<file path="src/rtl/core/ccm_pkg.sv">
// ----------------------------------------------------------------------------
// ccm_pkg
// Shared constants and widths of the column correlation matrix block.
// ----------------------------------------------------------------------------
`default_nettype none

package ccm_pkg;

   localparam int MAX_ROWS   = 256;
   localparam int MAX_COLS   = 8;
   localparam int ROW_W      = $clog2(MAX_ROWS);
   localparam int COL_W      = $clog2(MAX_COLS);
   localparam int ADDR_W     = ROW_W + COL_W;
   localparam int STORE_DEPTH = MAX_ROWS * MAX_COLS;

   localparam int SAMPLE_W   = 16;
   localparam int NROW_W     = 9;
   localparam int NCOL_W     = 4;
   localparam int CSR_IDX_W  = 2;
   localparam int CSR_DATA_W = 9;

   localparam logic [CSR_IDX_W-1:0] CSR_ROWS = 2'd0;
   localparam logic [CSR_IDX_W-1:0] CSR_COLS = 2'd1;

   localparam int MUL_X_W = 41;
   localparam int MUL_Y_W = 26;
   localparam int PROD_W  = MUL_X_W + MUL_Y_W;
   localparam int SUMA_W  = 25;
   localparam int DEV_W   = 48;
   localparam int C_W     = 49;
   localparam int ROOT_W  = 32;
   localparam int K_W     = 5;
   localparam int WIDE_W  = 64;
   localparam int DIV_Q_W = 34;
   localparam int DIV_N_W = 95;
   localparam int COEF_W  = 32;

   localparam logic [DIV_Q_W-1:0] Q30_ONE = DIV_Q_W'(34'h0_4000_0000);

endpackage

`default_nettype wire

</file>
<file path="src/rtl/core/ccm_sqrt.sv">
// ----------------------------------------------------------------------------
// ccm_sqrt
// Normalizing square root: shifts the deviation left two bits a cycle into
// the top quarter of 64 bits, then takes one root bit a cycle.
// ----------------------------------------------------------------------------
`default_nettype none

module ccm_sqrt (
   input  wire logic                        clock,
   input  wire logic                        reset,
   input  wire logic                        start,
   input  wire logic [ccm_pkg::DEV_W-1:0]   dev,
   output logic                             done,
   output logic      [ccm_pkg::ROOT_W-1:0]  root,
   output logic      [ccm_pkg::K_W-1:0]     shift
);

   localparam logic [1:0] SQ_IDLE = 2'd0;
   localparam logic [1:0] SQ_NORM = 2'd1;
   localparam logic [1:0] SQ_ITER = 2'd2;

   logic [1:0]                    state_ff, state_in;
   logic [ccm_pkg::WIDE_W-1:0]    x_ff, x_in;
   logic [ccm_pkg::WIDE_W-1:0]    res_ff, res_in;
   logic [ccm_pkg::WIDE_W-1:0]    bit_ff, bit_in;
   logic [ccm_pkg::K_W-1:0]       k_ff, k_in;
   logic                          done_ff, done_in;
   logic [ccm_pkg::WIDE_W-1:0]    trial;

   assign trial = res_ff + bit_ff;

   always_comb begin
      state_in = state_ff;
      x_in     = x_ff;
      res_in   = res_ff;
      bit_in   = bit_ff;
      k_in     = k_ff;
      done_in  = 1'b0;
      unique case (state_ff)
         SQ_IDLE: begin
            if (start) begin
               x_in     = {{(ccm_pkg::WIDE_W-ccm_pkg::DEV_W){1'b0}}, dev};
               k_in     = '0;
               state_in = SQ_NORM;
            end
         end
         SQ_NORM: begin
            if (x_ff[ccm_pkg::WIDE_W-1 -: 2] == 2'b00) begin
               x_in = x_ff << 2;
               k_in = k_ff + 1'b1;
            end else begin
               res_in   = '0;
               bit_in   = {2'b01, {(ccm_pkg::WIDE_W-2){1'b0}}};
               state_in = SQ_ITER;
            end
         end
         SQ_ITER: begin
            if (x_ff >= trial) begin
               x_in   = x_ff - trial;
               res_in = (res_ff >> 1) + bit_ff;
            end else begin
               res_in = res_ff >> 1;
            end
            bit_in = bit_ff >> 2;
            if (bit_ff[0]) begin
               done_in  = 1'b1;
               state_in = SQ_IDLE;
            end
         end
         default: begin
            state_in = SQ_IDLE;
         end
      endcase
   end

   always_ff @(posedge clock) begin
      if (reset) begin
         state_ff <= SQ_IDLE;
         done_ff  <= 1'b0;
      end else begin
         state_ff <= state_in;
         done_ff  <= done_in;
      end
      x_ff   <= x_in;
      res_ff <= res_in;
      bit_ff <= bit_in;
      k_ff   <= k_in;
   end

   assign done  = done_ff;
   assign root  = res_ff[ccm_pkg::ROOT_W-1:0];
   assign shift = k_ff;

endmodule

`default_nettype wire

</file>
<file path="config.mk">
export PLATFORM = sky130hd
export DESIGN_NAME = ccm_sqrt
export DESIGN_NICKNAME = d
export VERILOG_FILES = /design/src/rtl/core/ccm_pkg.sv /design/src/rtl/core/ccm_sqrt.sv
export SDC_FILE = /design/constraint.sdc
export NUM_CORES = 1
export LEC_CHECK = 0
export ABC_AREA = 0
export CAP_MARGIN = 0
export CELL_PAD_IN_SITES_DETAIL_PLACEMENT = 0
export CELL_PAD_IN_SITES_GLOBAL_PLACEMENT = 1
export CORE_ASPECT_RATIO = 1.1
export CORE_MARGIN = 2
export CORE_UTILIZATION = 40
export DETAILED_ROUTE_END_ITERATION = 8
export DONT_BUFFER_PORTS = 1
export HOLD_SLACK_MARGIN = 0.08
export PLACE_DENSITY = 0.72
export SETUP_SLACK_MARGIN = 0.02
export SYNTH_ARGS = -nofsm -noshare
export SYNTH_HDL_FRONTEND = slang
export SYNTH_SLANG_ARGS = --single-unit
</file>
<file path="constraint.sdc">
create_clock -name clock -period 11.5 [get_ports clock]
set_input_delay 2.3 -clock clock [delete_from_list [all_inputs] [get_ports clock]]
set_output_delay 2.3 -clock clock [all_outputs]
set_load 0.02 [all_outputs]
</file>
==> flow_summary.ini <==
[yosys]
ys.flop_type = edfxtp_1
synthesis.nets = 2087
synth_edf_count = 165
ys_types = 102
syn_avg_cell_area_sq_um = 8.58
synth-seq-cells = 168
syn_inst = 1898
yosysWarnings = 0
netlist_area_sq_um = 16300
synthArstFlopShare_pct = 0
synth-seq-area-share_pct = 30.8

[worst_setup_path]
reg2regPathDepth = 20
cp-start-kind = register
cp.arrival_ps = 7560
crit_path_max_fanout = 74
reg2reg_slack_ps = 4030
cp_cell_sequence = ha_1 > nand2_1 > or4_1 > a211oi_2 > o21ai_1 > a21oi_1 > nor2_1 > o41a_1 > xor2_1 > ha_1 > nand2_1 > nor3_2 > and3b_1 > a211oi_1 > a21oi_1 > a211o_2 > buf_4 > inv_2 > a211oi_4 > buf_4
critPathSlowestCell = buf_4
endpoint_kind = register
cp.required_ps = 11590
r2r_start = res_ff[24]
crit_end = x_ff[54]
timing.rr.end = x_ff[54]
cp.depth = 20
worstSetupPathType = register to register
critPathBufInv = 3
critPathTopFamily = buffers and inverters
crit_start = res_ff[24]
max_stage_delay_ps = 700

[sta]
max_freq_mhz = 134
layout_min_cycle_time_ps = 7470
finalWorstSetupSlack_ps = 4030
finalSetupViolations = 0
finalClockSkew_ps = 11.2
finalCritPeriodShare_pct = 64.9
slew_violations = 0
rsz0062_at_grt = no
finalSetupTns_ps = 0
tightestPinTransition_ps = 940
hold_viol_final = 0
relSlewSlack_pct = 37.3

[routing]
vias = 14096
dr.first_iter.drc_count = 960
viasPerCell = 6.03
wl_per_cell_um = 20.8
drt-met1-wl_um = 23600
route.met3.wl_um = 2310
drt_first_pass_iters = 5
dr_wl_met2_um = 20800
drt_wl_total_um = 48500
final_antenna_net_count = 0
highest_layer = met4
drc_errors = 0

[global_routing]
grt_pass1_wl_um = 76400
grt_overflow_total = 0
antenna_found_initial = 2
grt_max_degree = 86
grt_pass1_vias = 13555
grt.total_usage_pct = 23.0

[hold_path]
min_path_cells = 2
hold_path_class = register to register

[layout]
drive_gt1_share_pct = 5.38
final_common_cell = a21oi_1
layout_common_cells = a21oi_1 (182), nor2_1 (174), nand2_1 (171)
syn_to_final_growth_pct = 4.27
final_cells = 2336
fill_cells = 4005
nets = 1997

[run_status]
outcome = finished, final reports clean

[clock_network]
h-tree-depth = 4
cts_made_buffers = 17
cts_buffer_depth = 2
ctsResizeCount = 0
cts_sinks = 168
postCtsHoldBufs = 0
clock_latency_ps = 470
cts_setup_buffers = 0
path_clk_slew_ps = 70
cts-root-buf = clkbuf_16
cts_tree = done

[floorplanning]
ioPinCount = 89
initial_utilization_pct = 40.5
dieWidth_um = 196
rows = 77
core_sq_um = 40200
die_h_um = 216
die_area_sq_um = 42300

[placed_design]
detailed_place_hpwl_um = 36900
place_congestion = 0.921
portBuffers = 0
dp.cells = 2302
post-place-ws_ps = 4070

[flow_run]
max_cap_violations = 0
==> cell families after synthesis <==
| group | after synthesis | synth area share, % |
|---|---|---|
| compound gates | 636 | 25.7 |
| flops | 168 | 30.8 |
| simple gates | 622 | 18.6 |
| xor+xnor | 172 | 9.25 |
| fa+ha+maj | 138 | 10.7 |
| mux | 4 | 0.254 |
| buf+inv | 158 | 4.66 |
==> through the flow <==
step	utilization, %	instance area, sq um	hold slack [ps]
final	42.3	17000	568
after global placement	40.9	16400	550
after CTS	42.2	17000	567
after global routing	42.3	17000	618
after floorplan	-	16300	514
after detailed placement	40.9	16400	554
==> registers in the layout (all words and copies together), names as in the netlist <==
| register | flops |
|---|---|
| x_ff | 64 |
| state_ff | 2 |
| shift | 5 |
| bit_ff | 32 |
| res_ff | 64 |
| done | 1 |
==> how the worst min path moves through the flow <==
stage / end / slack (ps) / startpoint
final: state_ff[1] / 570 / state_ff[1]
after global routing: x_ff[45] / 620 / x_ff[43]
after CTS: state_ff[1] / 570 / state_ff[1]
after detailed placement: state_ff[1] / 550 / state_ff[1]
after global placement: x_ff[50] / 550 / x_ff[48]
after floorplan: state_ff[1] / 510 / state_ff[1]
==> synthesized netlist by cell type, drive strengths merged, types with 32 or more instances <==
cell type  number  area (sq um)
nor2          174           653
clkbuf         57           216
a211oi         32           255
edfxtp        165          4950
xnor2          75           657
inv            38           143
a22oi          35           263
and2           52           325
a21oi         186           942
o21ai         138           709
ha            137          1710
nand3          39           195
nand2         173           659
a31oi          59           384
xor2           97           850
nand4          45           282
buf            63           400
a21o           47           353
==> final cells by class <==
type	count	area [sq um]	share of cell area, %
clock buffer	18	429	2.53
sequential	168	5010	29.5
timing repair buffer	11	82.6	0.486
multi-input combinational	1572	10500	62.1
tap	513	642	3.78
inverter	38	143	0.840
clock inverter	14	124	0.730
antenna	2	5.00	0.0295
==> worst register-to-register path, delay by kind of cell, from the launching register on <==
family                   cells  cell delay, ps
AO/OA/AOI/OAI                8            1840
XOR/XNOR                     1             160
adder cells (fa/ha/maj)      2             880
buffers and inverters        3            1930
flip-flops                   1             620
AND/OR/NAND/NOR              6            1540
==> routing by layer <==
layer	GRT usage, %	vias up
li1	-	6894
met1	32.9	6783
met2	34.1	350
met3	3.38	69
met4	10.4	0
met5	0	-
Power is left out: the tool's default activity adds up to more than one toggle a clock period on the data nets, which glitch-free logic cannot reach.
