===== src/rtl/core/ccm_pkg.sv =====
// ----------------------------------------------------------------------------
// ccm_pkg
// Shared constants and widths of the column correlation matrix block.
// ----------------------------------------------------------------------------
`default_nettype none

package ccm_pkg;

   localparam int MAX_ROWS   = 256;
   localparam int MAX_COLS   = 8;
   localparam int ROW_W      = $clog2(MAX_ROWS);
   localparam int COL_W      = $clog2(MAX_COLS);
   localparam int ADDR_W     = ROW_W + COL_W;
   localparam int STORE_DEPTH = MAX_ROWS * MAX_COLS;

   localparam int SAMPLE_W   = 16;
   localparam int NROW_W     = 9;
   localparam int NCOL_W     = 4;
   localparam int CSR_IDX_W  = 2;
   localparam int CSR_DATA_W = 9;

   localparam logic [CSR_IDX_W-1:0] CSR_ROWS = 2'd0;
   localparam logic [CSR_IDX_W-1:0] CSR_COLS = 2'd1;

   localparam int MUL_X_W = 41;
   localparam int MUL_Y_W = 26;
   localparam int PROD_W  = MUL_X_W + MUL_Y_W;
   localparam int SUMA_W  = 25;
   localparam int DEV_W   = 48;
   localparam int C_W     = 49;
   localparam int ROOT_W  = 32;
   localparam int K_W     = 5;
   localparam int WIDE_W  = 64;
   localparam int DIV_Q_W = 34;
   localparam int DIV_N_W = 95;
   localparam int COEF_W  = 32;

   localparam logic [DIV_Q_W-1:0] Q30_ONE = DIV_Q_W'(34'h0_4000_0000);

endpackage

`default_nettype wire


===== src/rtl/core/ccm_div.sv =====
// ----------------------------------------------------------------------------
// ccm_div
// Restoring divider: one quotient bit a cycle of (m * 2^31) / den.
// ----------------------------------------------------------------------------
`default_nettype none

module ccm_div (
   input  wire logic                         clock,
   input  wire logic                         reset,
   input  wire logic                         start,
   input  wire logic [ccm_pkg::WIDE_W-1:0]   numer,
   input  wire logic [ccm_pkg::WIDE_W-1:0]   denom,
   output logic                              done,
   output logic      [ccm_pkg::DIV_Q_W-1:0]  quot
);

   localparam int CNT_W = $clog2(ccm_pkg::DIV_N_W);

   logic                           run_ff, run_in;
   logic                           done_ff, done_in;
   logic [CNT_W-1:0]               cnt_ff, cnt_in;
   logic [ccm_pkg::DIV_N_W-1:0]    dvd_ff, dvd_in;
   logic [ccm_pkg::WIDE_W-1:0]     rem_ff, rem_in;
   logic [ccm_pkg::WIDE_W-1:0]     den_ff, den_in;
   logic [ccm_pkg::DIV_Q_W-1:0]    q_ff, q_in;
   logic [ccm_pkg::WIDE_W:0]       rem2;
   logic [ccm_pkg::WIDE_W:0]       diff;

   assign rem2 = {rem_ff, dvd_ff[ccm_pkg::DIV_N_W-1]};
   assign diff = rem2 - {1'b0, den_ff};

   always_comb begin
      run_in  = run_ff;
      done_in = 1'b0;
      cnt_in  = cnt_ff;
      dvd_in  = dvd_ff;
      rem_in  = rem_ff;
      den_in  = den_ff;
      q_in    = q_ff;
      if (!run_ff) begin
         if (start) begin
            run_in = 1'b1;
            cnt_in = CNT_W'(ccm_pkg::DIV_N_W - 1);
            dvd_in = {numer, {(ccm_pkg::DIV_N_W-ccm_pkg::WIDE_W){1'b0}}};
            rem_in = '0;
            den_in = denom;
            q_in   = '0;
         end
      end else begin
         if (rem2 >= {1'b0, den_ff}) begin
            rem_in = diff[ccm_pkg::WIDE_W-1:0];
            q_in   = {q_ff[ccm_pkg::DIV_Q_W-2:0], 1'b1};
         end else begin
            rem_in = rem2[ccm_pkg::WIDE_W-1:0];
            q_in   = {q_ff[ccm_pkg::DIV_Q_W-2:0], 1'b0};
         end
         dvd_in = dvd_ff << 1;
         cnt_in = cnt_ff - 1'b1;
         if (cnt_ff == '0) begin
            run_in  = 1'b0;
            done_in = 1'b1;
         end
      end
   end

   always_ff @(posedge clock) begin
      if (reset) begin
         run_ff  <= 1'b0;
         done_ff <= 1'b0;
      end else begin
         run_ff  <= run_in;
         done_ff <= done_in;
      end
      cnt_ff <= cnt_in;
      dvd_ff <= dvd_in;
      rem_ff <= rem_in;
      den_ff <= den_in;
      q_ff   <= q_in;
   end

   assign done = done_ff;
   assign quot = q_ff;

endmodule

`default_nettype wire


===== config.mk =====
export PLATFORM = sky130hd
export DESIGN_NAME = ccm_div
export DESIGN_NICKNAME = d
export VERILOG_FILES = /design/src/rtl/core/ccm_pkg.sv /design/src/rtl/core/ccm_div.sv
export SDC_FILE = /design/constraint.sdc
export NUM_CORES = 1
export LEC_CHECK = 0
export BUFFER_PORTS_ARGS = -buffer_cell sky130_fd_sc_hd__buf_2
export CAP_MARGIN = 20
export CORE_MARGIN = 2
export CORE_UTILIZATION = 55
export DETAILED_ROUTE_END_ITERATION = 10
export MAX_ROUTING_LAYER = met4
export PLACE_DENSITY = 0.76
export SYNTH_ARGS = -nofsm -noshare
export SYNTH_HDL_FRONTEND = slang
export SYNTH_SLANG_ARGS = --single-unit

===== constraint.sdc =====
create_clock -name clock -period 7.6 [get_ports clock]
set_input_delay 1.14 -clock clock [delete_from_list [all_inputs] [get_ports clock]]
set_output_delay 1.14 -clock clock [all_outputs]
set_load 0.02 [all_outputs]

==> flow_metrics.env, run 1 <==
export IMPL_hold_buffers=0
export IMPL_syn_area_per_cell_um2=10.8
export IMPL_report_final_slew_viol_count=0
export IMPL_hold_path_cell_count=1
export IMPL_cts_resized=0
export IMPL_clock_fmax_mhz=233
export IMPL_wl_per_cell_um=17.4
export IMPL_cpLargestDelayFamily="compound AO/OA/AOI/OAI gates"
export IMPL_antenna_found_initial=2
export IMPL_wl_met3_um=2170
export IMPL_cp_slowest_cell="a41o_2"
export IMPL_core_um2=23600
export IMPL_via_per_inst=5.69
export IMPL_p_per_area_nw_per_um2=263
export IMPL_seq_area_frac_synth=0.528
export IMPL_final_cell_mix="edfxtp_1 (233), buf_2 (165), nand2_1 (148)"
export IMPL_worst_pin_slew_ns=0.966
export IMPL_crit_arrival_ns=4.57
export IMPL_grt_total_usage=0.236
export IMPL_worstPathMaxFanout=39
export IMPL_ios=166
export IMPL_routed_wl_um=29600
export IMPL_finalWeightedCongestion=0.927
export IMPL_area_growth_pct=14.1
export IMPL_setup_worst_path_class="reg2reg"
export IMPL_grt_pass1_vias=9748
export IMPL_cpPeakStageDelay_ns=0.62
export IMPL_peakVddDrop_mv=0.194
export IMPL_synthesis_nets=1429
export IMPL_synth_edff_count=233
export IMPL_dr_first_iter_drc_count=728
export IMPL_min_from="dvd_ff[43]"
export IMPL_synthDistinctLibCells=69
export IMPL_synth_warnings=0
export IMPL_insertion_delay_ns=0.56
export IMPL_period_needed_ns=4.30
export IMPL_wl_met2_um=13800
export IMPL_final_util=0.643
export IMPL_cp_required_ns=7.87
export IMPL_clk_pin_slew_worst_paths_ns=0.06
export IMPL_ant_nets=0
export IMPL_cts_setup_buffers=0
export IMPL_cp_end_kind="flop"
export IMPL_start_kind="flop"
export IMPL_fp_dieW_um=160
export IMPL_syn_inst=1231
export IMPL_final_common_cell="edfxtp_1"
export IMPL_cts_buffers_inserted=26
export IMPL_drc=0
export IMPL_hp_class="reg2reg"
export IMPL_rsz0062_at_grt="false"
export IMPL_cts_sinks=235
export IMPL_setup_violations=0
export IMPL_io_buffers=165
export IMPL_htreeDepth=1
export IMPL_dieArea_um2=25500
export IMPL_synth_area_um2=13300
export IMPL_start_util=0.564
export IMPL_worstRegToRegCells=12
export IMPL_firstDrtPassIters=4
export IMPL_startpoint="rem_ff[16]"
export IMPL_status="complete, no violations"
export IMPL_rows=56
export IMPL_die_h_um=160
export IMPL_period_share=0.566
export IMPL_finalClockSkew_ns=0.0212
export IMPL_grt_overflow=0
export IMPL_wl_met1_um=12900
export IMPL_crit_buf_inv=1
export IMPL_max_slew_margin=0.356
export IMPL_async_reset_ff_frac=0
export IMPL_cts_tree="built"
export IMPL_synth_top_flop_cell="edfxtp_1"
export IMPL_maxCapViolations=0
export IMPL_vias=9690
export IMPL_hold_viol_final=0
export IMPL_cp_depth=12
export IMPL_worstReg2RegStart="rem_ff[16]"
export IMPL_fin_setup_tns_ns=0
export IMPL_p_total_mw=3.99
export IMPL_hpwl_um=20800
export IMPL_cts_buffer_depth=3
export IMPL_ys_ff_latch=235
export IMPL_finish_net_count=1563
export IMPL_grt_max_degree=70
export IMPL_grt_pass1_wl_um=48000
export IMPL_cp_cell_sequence="ha_1 -> nand2_1 -> nor4_1 -> o311ai_1 -> nand4_1 -> o21a_1 -> a31o_1 -> a21o_1 -> a41o_2 -> buf_4 -> mux2i_1 -> nor2_1"
export IMPL_routed_top_layer="met4"
export IMPL_fillers=1928
export IMPL_final_layout_size_suffix_gt1_frac=0.214
export IMPL_cts_root_buf="clkbuf_16"
export IMPL_power_leakage_nw=6.31
## worst paths after layout
kind	to	slack, ns
setup reg to reg	rem_ff[36]	3.30
hold reg to reg	dvd_ff[44]	0.54
setup / recovery	rem_ff[36]	3.30
hold / removal	dvd_ff[44]	0.54
## cell type report
| type | instances | area, um^2 | share of cell area |
|---|---|---|---|
| flip-flops and latches | 235 | 7040 | 0.464 |
| multi-input cells | 843 | 5690 | 0.375 |
| repair buffers | 172 | 878 | 0.0578 |
| clock buffers | 29 | 662 | 0.0436 |
| well taps | 319 | 399 | 0.0263 |
| inverters | 87 | 327 | 0.0215 |
| clock inverters | 17 | 186 | 0.0123 |
| diodes | 2 | 5.00 | 0.000330 |
## cell families (layout without fill, tap and decap cells)
logic type                 Yosys count  in the layout  synth area share
other                                0              2                 0
xor gates and xnor gates            60             60            0.0395
adders and majority gates           67             67            0.0635
buffers and inverters              153            305            0.0459
DFF                                235            235             0.528
AOI/OAI and AO/OA                  293            293             0.138
and+or+nand+nor                    355            355             0.128
muxes                               68             68            0.0570
## registers in the layout (all words and copies together), names as in the netlist
register	count
cnt_ff	7
den_ff	64
done	1
dvd_ff	64
quot	34
rem_ff	64
run_ff	1
## per-stage QoR
stage          area [um^2]  hold WS, ns  instances  setup slack (ns)
2_1_floorplan        13300        0.523       1231              3.15
3_3_place_gp         14300        0.526       1656              3.47
3_5_place_dp         14300        0.534       1656              3.31
4_1_cts              15200        0.546       1702              3.32
5_1_grt              15200        0.562       1704              2.79
6_report             15200        0.540       1704              3.30
## layer usage
layer	vias up	global-route usage
met5	-	-
met4	0	0.0723
met3	55	0.0555
met2	305	0.374
met1	4585	0.303
li1	4745	-
## Yosys cell counts (all sizes together) (17+ instances only)
cell type / n / area (um^2)
xnor2: 43 / 377
xor2: 17 / 149
o21ai: 54 / 270
nor2: 55 / 206
a21oi: 131 / 656
mux2: 63 / 709
nand4: 30 / 188
clkbuf: 44 / 165
buf: 22 / 119
nand2: 148 / 556
edfxtp: 233 / 7000
inv: 86 / 323
nand3: 17 / 85.1
and2: 37 / 231
ha: 66 / 826
a21o: 25 / 188
## power by group
| part | internal, mW | total, mW | leakage [nW] | switching (mW) |
|---|---|---|---|---|
| Combinational | 0.419 | 1.07 | 3.51 | 0.655 |
| Clock | 0.730 | 1.26 | 0.409 | 0.525 |
| Sequential | 1.60 | 1.66 | 2.38 | 0.0658 |
| Total | 2.74 | 3.99 | 6.31 | 1.25 |
Power figures use the tool's default switching activity.
==> run 2: changes to the inputs <==
Settings changed: CORE_UTILIZATION 55 to 53, PLACE_DENSITY 0.76 to 0.77.
Clock period 7.6 ns to 3.85 ns, I/O delays scaled along.
==> flow_metrics.env, run 2 (synthesized netlist as in run 1, its figures left out) <==
export IMPL_io_buffers=165
export IMPL_fin_setup_tns_ns=0
export IMPL_dpl_instance_area_um2=14500
export IMPL_final_cell_mix="edfxtp_1 (233), buf_2 (165), nand2_1 (148)"
export IMPL_via_per_inst=5.65
export IMPL_grt_max_degree=67
export IMPL_ant_nets=0
export IMPL_peakVddDrop_mv=0.368
export IMPL_cts_root_buf="clkbuf_16"
export IMPL_setup_violations=0
export IMPL_period_needed_ns=3.64
export IMPL_top_regs="den_ff x64, dvd_ff x64, rem_ff x64"
export IMPL_dieArea_um2=26400
export IMPL_final_common_cell="edfxtp_1"
export IMPL_rows=58
export IMPL_holdWs_ns=0.197
export IMPL_antenna_found_initial=6
export IMPL_setup_slack_ns=0.207
export IMPL_final_layout_size_suffix_gt1_frac=0.230
export IMPL_routed_wl_um=30200
export IMPL_cp_required_ns=4.11
export IMPL_power_leakage_nw=6.42
export IMPL_period_share=0.946
export IMPL_r2r_setup_slack_ns=0.21
export IMPL_endpoint="rem_ff[29]"
export IMPL_cpPeakStageDelay_ns=0.40
export IMPL_finish_net_count=1585
export IMPL_grt_total_usage=0.232
export IMPL_start_util=0.535
export IMPL_report_final_slew_viol_count=0
export IMPL_cts_sinks=235
export IMPL_cts_tree="built"
export IMPL_worstPathMaxFanout=25
export IMPL_clock_fmax_mhz=275
export IMPL_worst_pin_slew_ns=0.847
export IMPL_cp_depth=13
export IMPL_cts_buffer_depth=3
export IMPL_status="complete, no violations"
export IMPL_cts_buffers_inserted=26
export IMPL_worstRegToRegCells=13
export IMPL_area_growth_pct=15.8
export IMPL_grt_pass1_wl_um=48100
export IMPL_core_um2=24900
export IMPL_max_slew_margin=0.435
export IMPL_crit_buf_inv=2
export IMPL_cp_end_kind="flop"
export IMPL_htreeDepth=1
export IMPL_insertion_delay_ns=0.55
export IMPL_hpwl_um=21500
export IMPL_hold_viol_final=0
export IMPL_seq_area_um2=7040
export IMPL_hp_class="in2reg"
export IMPL_r2r_end="rem_ff[29]"
export IMPL_final_util=0.619
export IMPL_maxCapViolations=0
export IMPL_clk_pin_slew_worst_paths_ns=0.06
export IMPL_fp_dieW_um=163
export IMPL_grt_pass1_vias=9590
export IMPL_wl_per_cell_um=17.3
export IMPL_p_per_area_nw_per_um2=510
export IMPL_finalWeightedCongestion=0.957
export IMPL_start_kind="flop"
export IMPL_cp_slowest_cell="edfxtp_1"
export IMPL_cp_cell_sequence="ha_1 -> a21o_1 -> and4_4 -> o311ai_1 -> nand4_1 -> o21a_1 -> a31o_1 -> a21o_1 -> a41o_2 -> buf_12 -> buf_12 -> nor2_1 -> a211oi_2"
export IMPL_startpoint="rem_ff[3]"
export IMPL_worstReg2RegStart="rem_ff[3]"
export IMPL_die_h_um=163
export IMPL_cpLargestDelayFamily="compound AO/OA/AOI/OAI gates"
export IMPL_crit_arrival_ns=3.91
export IMPL_fillers=2018
export IMPL_ios=166
export IMPL_rsz0062_at_grt="false"
export IMPL_setup_worst_path_class="reg2reg"
export IMPL_finalClockSkew_ns=0.0105
export IMPL_grt_overflow=0
export IMPL_dp_slack_ns=0.157
export IMPL_drc=0
export IMPL_multi_input_area_um2=5720
export IMPL_firstDrtPassIters=5
export IMPL_vias=9840
export IMPL_dr_first_iter_drc_count=699
export IMPL_finalInstanceArea_um2=15400
run 2: cell types whose count changed in the layout (fill, tap and decap cells not counted), moves of 2 or more:
cell / before / now
a21oi_1: 131 / 129
a21oi_2: 0 / 2
buf_12: 0 / 4
buf_4: 7 / 24
bufinv_16: 3 / 1
clkinv_1: 8 / 10
clkinv_2: 3 / 6
clkinv_4: 2 / 0
diode_2: 2 / 6
ha_1: 66 / 64
ha_2: 0 / 2
run 2: layout make-up:
class,count,share of cell area
Sequential cell,235,0.457
Tap cell,330,0.0268
Clock inverter,19,0.00909
Multi-Input combinational cell,843,0.371
Antenna cell,6,0.000974
Inverter,87,0.0212
Timing Repair Buffer,194,0.0712
Clock buffer,29,0.0429
run 2: worst min path at each step:
stage               startpoint    endpoint  slack [ns]  cells past startpoint
finish               denom[42]  den_ff[42]        0.20                      1
global route          denom[4]   den_ff[4]        0.18                      1
CTS                  denom[42]  den_ff[42]        0.17                      1
detailed placement     quot[2]     quot[3]        0.54                      1
global placement    dvd_ff[52]  dvd_ff[53]        0.53                      1
floorplan           dvd_ff[90]  dvd_ff[91]        0.52                      1
run 2: report_power, final:
part / leakage, nW / switching, mW / internal (mW)
registers: 2.38 / 0.133 / 3.15
clock network: 0.392 / 1.03 / 1.31
logic: 3.64 / 1.32 / 0.913
total: 6.42 / 2.49 / 5.37
run 2: routing by layer:
metal  GRT usage  up-vias  part of all wire
li1            -     4790                 -
met1       0.295     4660              0.42
met2       0.373      332              0.47
met3      0.0570       58             0.079
met4      0.0672        0             0.029
met5           -        -                 0
run 2: worst reg2reg max path: stages (launching register included):
cell and delay (ns):
edfxtp_1 0.40, ha_1 0.38, a21o_1 0.19, and4_4 0.19, o311ai_1 0.28, nand4_1 0.23, o21a_1 0.26, a31o_1 0.29
a21o_1 0.24, a41o_2 0.35, buf_12 0.18, buf_12 0.18, nor2_1 0.13, a211oi_2 0.06
run 2: repair_timing:
action | CTS | global route
setup buffers | 0 | 2
endpoints found under the hold margin | 0 | 0
hold buffers | 0 | 0
gates resized for setup | 0 | 8
setup endpoints to repair | 0 | 63
run 2: metrics by stage:
step           total power [mW]  instances
2_1_floorplan              4.92       1231
3_3_place_gp               5.49       1687
3_5_place_dp               5.52       1687
4_1_cts                    7.89       1735
5_1_grt                    8.27       1743
6_report                   7.86       1743
==> run 3: changes to the inputs <==
Settings changed: RECOVER_POWER from default to 100.
==> flow_metrics.env, run 3 (synthesized netlist as in run 1, its figures left out) <==
export IMPL_power_leakage_nw=6.26
export IMPL_htreeDepth=1
export IMPL_grt_total_usage=0.232
export IMPL_die_h_um=163
export IMPL_setup_worst_path_class="reg2reg"
export IMPL_start_kind="flop"
export IMPL_grt_pass1_vias=9590
export IMPL_violations="capacitance limit, slew limit"
export IMPL_dieArea_um2=26400
export IMPL_max_slew_margin=-0.153
export IMPL_clock_fmax_mhz=275
export IMPL_cp_end_kind="flop"
export IMPL_switching_share=0.316
export IMPL_worst_pin_slew_ns=1.73
export IMPL_crit_buf_inv=2
export IMPL_cts_sinks=235
export IMPL_fp_dieW_um=163
export IMPL_cts_buffer_depth=3
export IMPL_cts_buffers_inserted=26
export IMPL_seqPwrFrac=0.420
export IMPL_final_common_cell="edfxtp_1"
export IMPL_min_from="denom[42]"
export IMPL_report_final_slew_viol_count=131
export IMPL_hold_viol_final=0
export IMPL_cp_depth=13
export IMPL_top_regs="den_ff x64, dvd_ff x64, rem_ff x64"
export IMPL_rsz0062_at_grt="false"
export IMPL_wl_per_cell_um=17.3
export IMPL_ant_nets=0
export IMPL_p_total_mw=7.83
export IMPL_clk_pin_slew_worst_paths_ns=0.06
export IMPL_rows=58
export IMPL_startpoint="rem_ff[3]"
export IMPL_grt_pass1_wl_um=48100
export IMPL_start_util=0.535
export IMPL_grt_max_degree=67
export IMPL_ios=166
export IMPL_grt_overflow=0
export IMPL_p_sw_mw=2.48
export IMPL_hold_buffers=0
export IMPL_io_buffers=165
export IMPL_p_per_area_nw_per_um2=511
export IMPL_hp_class="in2reg"
export IMPL_cts_tree="built"
export IMPL_period_needed_ns=3.64
export IMPL_area_growth_pct=15.0
export IMPL_pwr_share_clk=0.298
export IMPL_worstPathMaxFanout=25
export IMPL_finalWeightedCongestion=0.957
export IMPL_pwr_share_comb=0.282
export IMPL_final_cell_mix="edfxtp_1 (233), nand2_1 (148), a21oi_1 (129), buf_2 (129), inv_1 (86)"
export IMPL_firstDrtPassIters=6
export IMPL_antenna_found_initial=6
export IMPL_core_um2=24900
export IMPL_worstReg2RegStart="rem_ff[3]"
export IMPL_finish_net_count=1585
export IMPL_r2r_setup_slack_ns=0.21
export IMPL_hold_path_cell_count=1
export IMPL_finalClockSkew_ns=0.0106
export IMPL_peakVddDrop_mv=0.367
export IMPL_cts_root_buf="clkbuf_16"
export IMPL_p_int_mw=5.36
export IMPL_status="complete, but fails checks"
export IMPL_insertion_delay_ns=0.55
export IMPL_dr_first_iter_drc_count=625
export IMPL_via_per_inst=5.65
export IMPL_routed_wl_um=30200
export IMPL_cp_slowest_cell="edfxtp_1"
export IMPL_crit_arrival_ns=3.90
export IMPL_hpwl_um=21500
export IMPL_worstRegToRegCells=13
export IMPL_maxCapViolations=2
export IMPL_cpPeakStageDelay_ns=0.40
export IMPL_final_layout_size_suffix_gt1_frac=0.200
export IMPL_cp_cell_sequence="ha_1 -> a21o_1 -> and4_4 -> o311ai_1 -> nand4_1 -> o21a_1 -> a31o_1 -> a21o_1 -> a41o_2 -> buf_12 -> buf_12 -> nor2_1 -> a211oi_2"
export IMPL_cp_required_ns=4.11
export IMPL_cpLargestDelayFamily="compound AO/OA/AOI/OAI gates"
export IMPL_vias=9843
export IMPL_fin_setup_tns_ns=0
export IMPL_setup_violations=0
export IMPL_drc=0
export IMPL_period_share=0.944
## run 3: cell type report
| type | instances | area, um^2 |
|---|---|---|
| diodes | 6 | 15.0 |
| clock buffers | 29 | 662 |
| clock inverters | 19 | 140 |
| fillers | 2049 | 9580 |
| inverters | 87 | 327 |
| multi-input cells | 843 | 5700 |
| flip-flops and latches | 235 | 7040 |
| well taps | 330 | 413 |
| repair buffers | 194 | 1020 |
## run 3: worst paths after layout
check | to
worst max-delay path | rem_ff[29]
worst min-delay path | den_ff[42]
worst max register to register | rem_ff[29]
worst min register to register | dvd_ff[91]
## run 3: stage by stage
stage | hold slack [ns] | instance area, um^2 | cells | util | worst slack [ns]
6_report | 0.198 | 15300 | 1743 | 0.615 | 0.214
5_1_grt | 0.179 | 15300 | 1743 | 0.615 | 0.0301
4_1_cts | 0.174 | 15400 | 1735 | 0.617 | 0.123
3_5_place_dp | 0.536 | 14500 | 1687 | 0.584 | 0.157
3_3_place_gp | 0.529 | 14500 | 1687 | 0.584 | 0.285
2_1_floorplan | 0.523 | 13300 | 1231 | - | 0.556
## run 3: routing by layer
metal / global-route usage / part of all wire / vias to the layer above
met1: 0.295 / 0.42 / 4660
met4: 0.0672 / 0.029 / 0
met5: - / 0 / -
li1: - / - / 4793
met2: 0.373 / 0.47 / 334
met3: 0.0570 / 0.079 / 56
## run 3: timing repair
action	4_1_cts	5_1_grt
setup endpoints to repair	0	63
gates resized for setup	0	8
setup buffers	0	2
## run 3: power groups by stage
stage          clock network, mW  logic (mW)  registers [mW]
4_1_cts                     2.40        2.21            3.28
3_3_place_gp                   0        2.17            3.32
5_1_grt                     2.48        2.45            3.31
3_5_place_dp                   0        2.20            3.33
2_1_floorplan                  0        1.60            3.32
6_report                    2.33        2.21            3.29
